**src/hdl/mkvt_ram.sv**
```systemverilog
// Generic single-write, single-read RAM with registered read data.
`default_nettype none

module mkvt_ram #(
	parameter int WIDTH = 8,
	parameter int DEPTH = 64
) (
	input  wire logic                                    clk,
	input  wire logic                                    we,
	input  wire logic [((DEPTH > 1) ? $clog2(DEPTH) : 1)-1:0] waddr,
	input  wire logic [WIDTH-1:0]                        wdata,
	input  wire logic [((DEPTH > 1) ? $clog2(DEPTH) : 1)-1:0] raddr,
	output logic      [WIDTH-1:0]                        rdata
);

	logic [WIDTH-1:0] mem [DEPTH];

	always_ff @(posedge clk) begin
		if (we) begin
			mem[waddr] <= wdata;
		end
		rdata <= mem[raddr];
	end

endmodule

`default_nettype wire

```
**config.mk**
```make
export PLATFORM = sky130hd
export DESIGN_NAME = mkvt_ram
export DESIGN_NICKNAME = d
export VERILOG_FILES = /design/src/hdl/mkvt_ram.sv
export SDC_FILE = /design/constraint.sdc
export NUM_CORES = 1
export LEC_CHECK = 0
export ABC_AREA = 1
export ABC_CLOCK_PERIOD_IN_PS = 1900
export BUFFER_PORTS_ARGS = -buffer_cell sky130_fd_sc_hd__buf_4
export CAP_MARGIN = 20
export CORE_UTILIZATION = 57
export DETAILED_ROUTE_END_ITERATION = 10
export HOLD_SLACK_MARGIN = 0.1
export PLACE_DENSITY_LB_ADDON = 0.05
export SLEW_MARGIN = 0
export SYNTH_ARGS = -nofsm -noshare
export SYNTH_HDL_FRONTEND = slang
export SYNTH_SLANG_ARGS = --single-unit
```
**constraint.sdc**
```tcl
create_clock -name clk -period 1.9 [get_ports clk]
set_clock_uncertainty 0.2 [all_clocks]
set_input_delay 0.095 -clock clk [delete_from_list [all_inputs] [get_ports clk]]
set_output_delay 0.095 -clock clk [all_outputs]
set_load 0.005 [all_outputs]
```
### Word level (Yosys, flattened, before mapping)

Memories as Yosys holds them, arrays and structs flattened. A register that Yosys moved wholly into a read port is not among the register bits.
Index checks and enable logic that the tools add are counted.

| word-level totals | value |
|---|---|
| register bits | 0 |
| memory bits (writable) | 512 |
| bits of input ports | 22 |
| logic and storage cells | 3 |
| memories kept | 1 |

Memory list:

| name | depth | width | rd ports | clocked after Yosys merged registers in | write ports | RTL line | source |
|---|---|---|---|---|---|---|---|
| mem | 64 | 8 | 1 | 1 | 1 | 16 | `logic [WIDTH-1:0] mem [DEPTH];` |

| operators by class | value |
|---|---|
| mux-type cells | 2 |

Operators by type and width:

| operator | count |
|---|---|
| $mux W1 | 2 |

### Longest topological paths before layout

| depth | value |
|---|---|
| depth in word-level cells | 2 |
| mapped depth | 12 |

### Worst setup path before layout

Ideal clock, no wire load.

| path | value |
|---|---|
| kind | input -> register |
| start | input we |
| end | memory mem[48][0] (enable) |
| library setup time | 395 ps |
| data arrival time | 1466 ps |
| data required time | 1305 ps |
| path slack | -161 ps |
| cell stages on the path | 3 |
| path buffers | 1 |
| cells stage by stage | clkbuf_1 -> nand4_1 -> nor4_1 |

| on the way | value |
|---|---|
| cells in the longest elaborated chain, start to end | 2 |

Ends and longest elaborated chain:

| element | RTL line | source |
|---|---|---|
| from (decl) | 9 | `input wire logic we,` |
| $mux W1 | 19 | `if (we) begin` |
| $mux W1 (not written as such) | 20 | `mem[waddr] <= wdata;` |
| to (decl) | 16 |  |

Every way passes these cells.

### Worst setup path after layout

| path | value |
|---|---|
| start | input waddr[0] (netlist name) |
| end | memory mem[6][2] (enable) |

RTL lines:

| element | RTL line | source |
|---|---|---|
| from (decl) | 10 | `input wire logic [((DEPTH > 1) ? $clog2(DEPTH) : 1)-1:0] waddr,` |

No word-level cell before the write port.

==> out/metrics.yaml <==
timing:
  setup_viol: 0
  final_period_minus_worst_setup_slack_ps: 1800
  grt_setup_unrepaired: "false"
  tightestPinTransition_ps: 662
  fmax_mhz: 557
  timing.max_slew.rel_slack_pct: 55.8
  finalHoldViolCount: 0
  final_max_slew_viol_count: 0
  layout_worst_path_cycle_share_pct: 94.5
  whs_ps: 116
  post-route-worst-setup-slack_ps: 104
route:
  final_antenna_net_count: 0
  via_total_after_detailed_routing: 14200
  first_iter_violations: 1421
  route.top_layer_used: "met4"
  detail_route.wirelength_mm: 53.3
  vias_per_cell: 5.82
  drt_pre_antenna_iters: 5
  routed_length_on_met3_mm: 4.91
  drt-wirelength-per-cell_um: 21.9
  met2WireLength_mm: 24.3
  met1_length_mm: 22.3
  detail_route.drc_violations: 0
pwr:
  seq_power_share_pct: 52.5
  swShare_pct: 22.2
  clock_power_share_pct: 40.6
  power.density_nw_per_um2: 989
  vdd_drop_max_v: 0.000878
  power.leakage_nw: 9.05
  power_frac_comb_pct: 6.9
  p_int_mw: 18.9
  power_switching_mw: 5.38
layout:
  synthToLayoutAreaGrowth_pct: 14.9
  finish.cell_count_without_fillers: 2431
  fill_cells: 2699
  layout.area.seq_um2: 15500
  footprint_of_the_multi_input_gates_um2: 4950
  final_design_area_no_fill_um2: 24500
  layout-drive-gt1-share_pct: 12.0
  insertedDiodeCount: 0
  finalNetCount: 1944
clocking:
  cts.reportedPaths.clkPinSlew_ps: 60
  cts_tree: "done"
  cts_max_level: 2
  cts_inserted_buffers: 52
  clock-sinks: 520
  clk_latency_worst_skew_pair_ps: 590
  clock_tree.root_cell: "clkbuf_16"
  cts.path.max_buffers: 3
place:
  dp.cells: 2313
  place.port_buffers: 29
  dp_worst_setup_slack_ps: 46.5
  placed_cell_area_um2: 22600
  routabilityCongestion: 0.884
  dp_hpwl_mm: 31.9
setup_path:
  timing.setup.critical_path_class: "primary input to flop"
  critical_path.top_delay_family: "buffers and inverters"
  timing.critical_path.to_type: "flop"
  combined_buffer_and_inverter_count_along_the_critical_path: 5
  crit_path_frequent_cell: "buf_4"
  critPathArrivalTime_ps: 1890
  cpMaxStageDelayCell: "dlygate4sd3_1"
  cp_data_required_time_ps: 1990
  critical-path-max-stage-delay_ps: 550
  crit_fanout: 9
  cp-start-kind: "primary input"
  worstPathCellList: "dlygate4sd3_1, buf_4, inv_1, nand4_1, buf_4, nor2_1, buf_4"
job:
  max_cap_violations: 0
synth:
  yosysSeqAreaShare_pct: 72.8
  synth-warning-count: 0
  yosys_register_bits: 520
  top_area_cells_in_the_synthesized_netlist: "edfxtp_1 72%, nand2_1 11%, nand3_1 10%, buf_6 1.8%, nor2_1 0.99%"
  synth_top_cells_by_count: "648 x nand2_1, 512 x edfxtp_1, 439 x nand3_1"
  area_share_of_the_largest_cell_type_after_synthesis_pct: 72.0
  yosys.area.top_type: "edfxtp_1"
  synthFlopType: "edfxtp_1"
  synth.avg_cell_area_um2: 11.8
  async_reset_ff_share_pct: 0
  synthMostInstantiatedCell: "nand2_1"
  synthCells: 1805
  mappedNetlistNets: 1827
  synth_edf_count: 512
  synthDistinctLibCells: 16
  synthesis.area_um2: 21300
floorplan:
  die-width_um: 195
  placement_rows: 70
  die_y_um: 195
  fp.dieArea_um2: 38200
  floorplan.initialDensity_pct: 58.1
  core_area_um2: 36700
  pin_count: 30
global_route:
  grt_max_degree: 67
  grt_pass1_vias: 13500
  antenna_found_initial: 0
  globalRouteOverflowTotal: 0
  gr-usage-all-layers_pct: 28.6
  global_route_wire_length_before_repair_mm: 80.5
worst_hold_path:
  worstHoldPathType: "primary input to flop"
status:
  run_status: "completed"
==> power by group through the flow <==
stage / clock network, mW / registers, mW / logic (mW)
after global routing: 10.4 / 12.7 / 1.81
after global placement: 0 / 13.0 / 1.61
after CTS: 9.96 / 12.7 / 1.66
after detailed placement: 0 / 13.0 / 1.62
after floorplan: 0 / 13.0 / 0.892
final: 9.84 / 12.7 / 1.67
==> area by class of cell <==
type	count	area share (%)
clock buffer	64	5.74
clock inverter	31	0.944
inverter	12	0.230
multi-input combinational	1160	20.2
sequential	520	63.4
tap	468	2.39
timing repair buffer	176	7.13
==> worst register-to-register path, stage by stage (launching register included) <==
cell and delay [ps]:
edfxtp_1 360, nand2_1 70, nand3_1 70, nand3_1 130
nand2_1 90, nand2_1 70, nand3_1 190, nand3_1 250
nand2_1 80
==> metal layers <==
metal | GRT usage [%] | vias up
met1 | 40.8 | 6872
li1 | - | 6597
met2 | 43.2 | 584
met4 | 11.1 | 0
met3 | 6.10 | 102
met5 | 0 | -
==> cells in the final DEF (no fill, tap or decap), types with 7 or more instances in the layout <==
master and count:
nand2_1 648, edfxtp_1 512, nand3_1 439, buf_4 124
nor2_1 56, clkbuf_16 53, buf_12 29, dlygate4sd3_1 21
clkinv_1 13, nand4_1 9, clkinv_2 9, inv_1 8
dfxtp_1 8, nor4_1 7, clkbuf_1 7
==> sequential cells by signal (all words and copies together) (netlist names) <==
register	count
mem	512
rdata	8
==> what timing repair did <==
item                                    CTS  global route
buffers inserted                          0             2
endpoints found under the setup margin    0             8
hold endpoints to repair                634             0
hold buffers                             22             0
resized for setup                         0             3
==> cells by family after synthesis <==
| logic type | synth area share, % |
|---|---|
| flip-flops | 72.8 |
| AND/OR/NAND/NOR | 23.2 |
| buffers and inverters | 4.02 |
==> metrics by stage <==
stage | util (%) | total power [mW] | setup TNS, ps
after detailed placement | 61.7 | 14.6 | 0
after floorplan | - | 13.9 | -10310
after global routing | 66.8 | 24.9 | 0
after global placement | 61.7 | 14.6 | 0
after CTS | 66.8 | 24.3 | 0
final | 66.8 | 24.2 | 0
==> path summary, 6_finish.rpt <==
path / slack, ps / end / cells past startpoint / start
min: 120 / mem[50][7] / 4 / waddr[4]
min reg2reg: 590 / rdata[7] / 8 / mem[44][7]
max reg2reg: 270 / rdata[3] / 8 / mem[31][3]
max: 100 / mem[6][2] / 7 / waddr[0]
(Power assumes the default switching activity.)
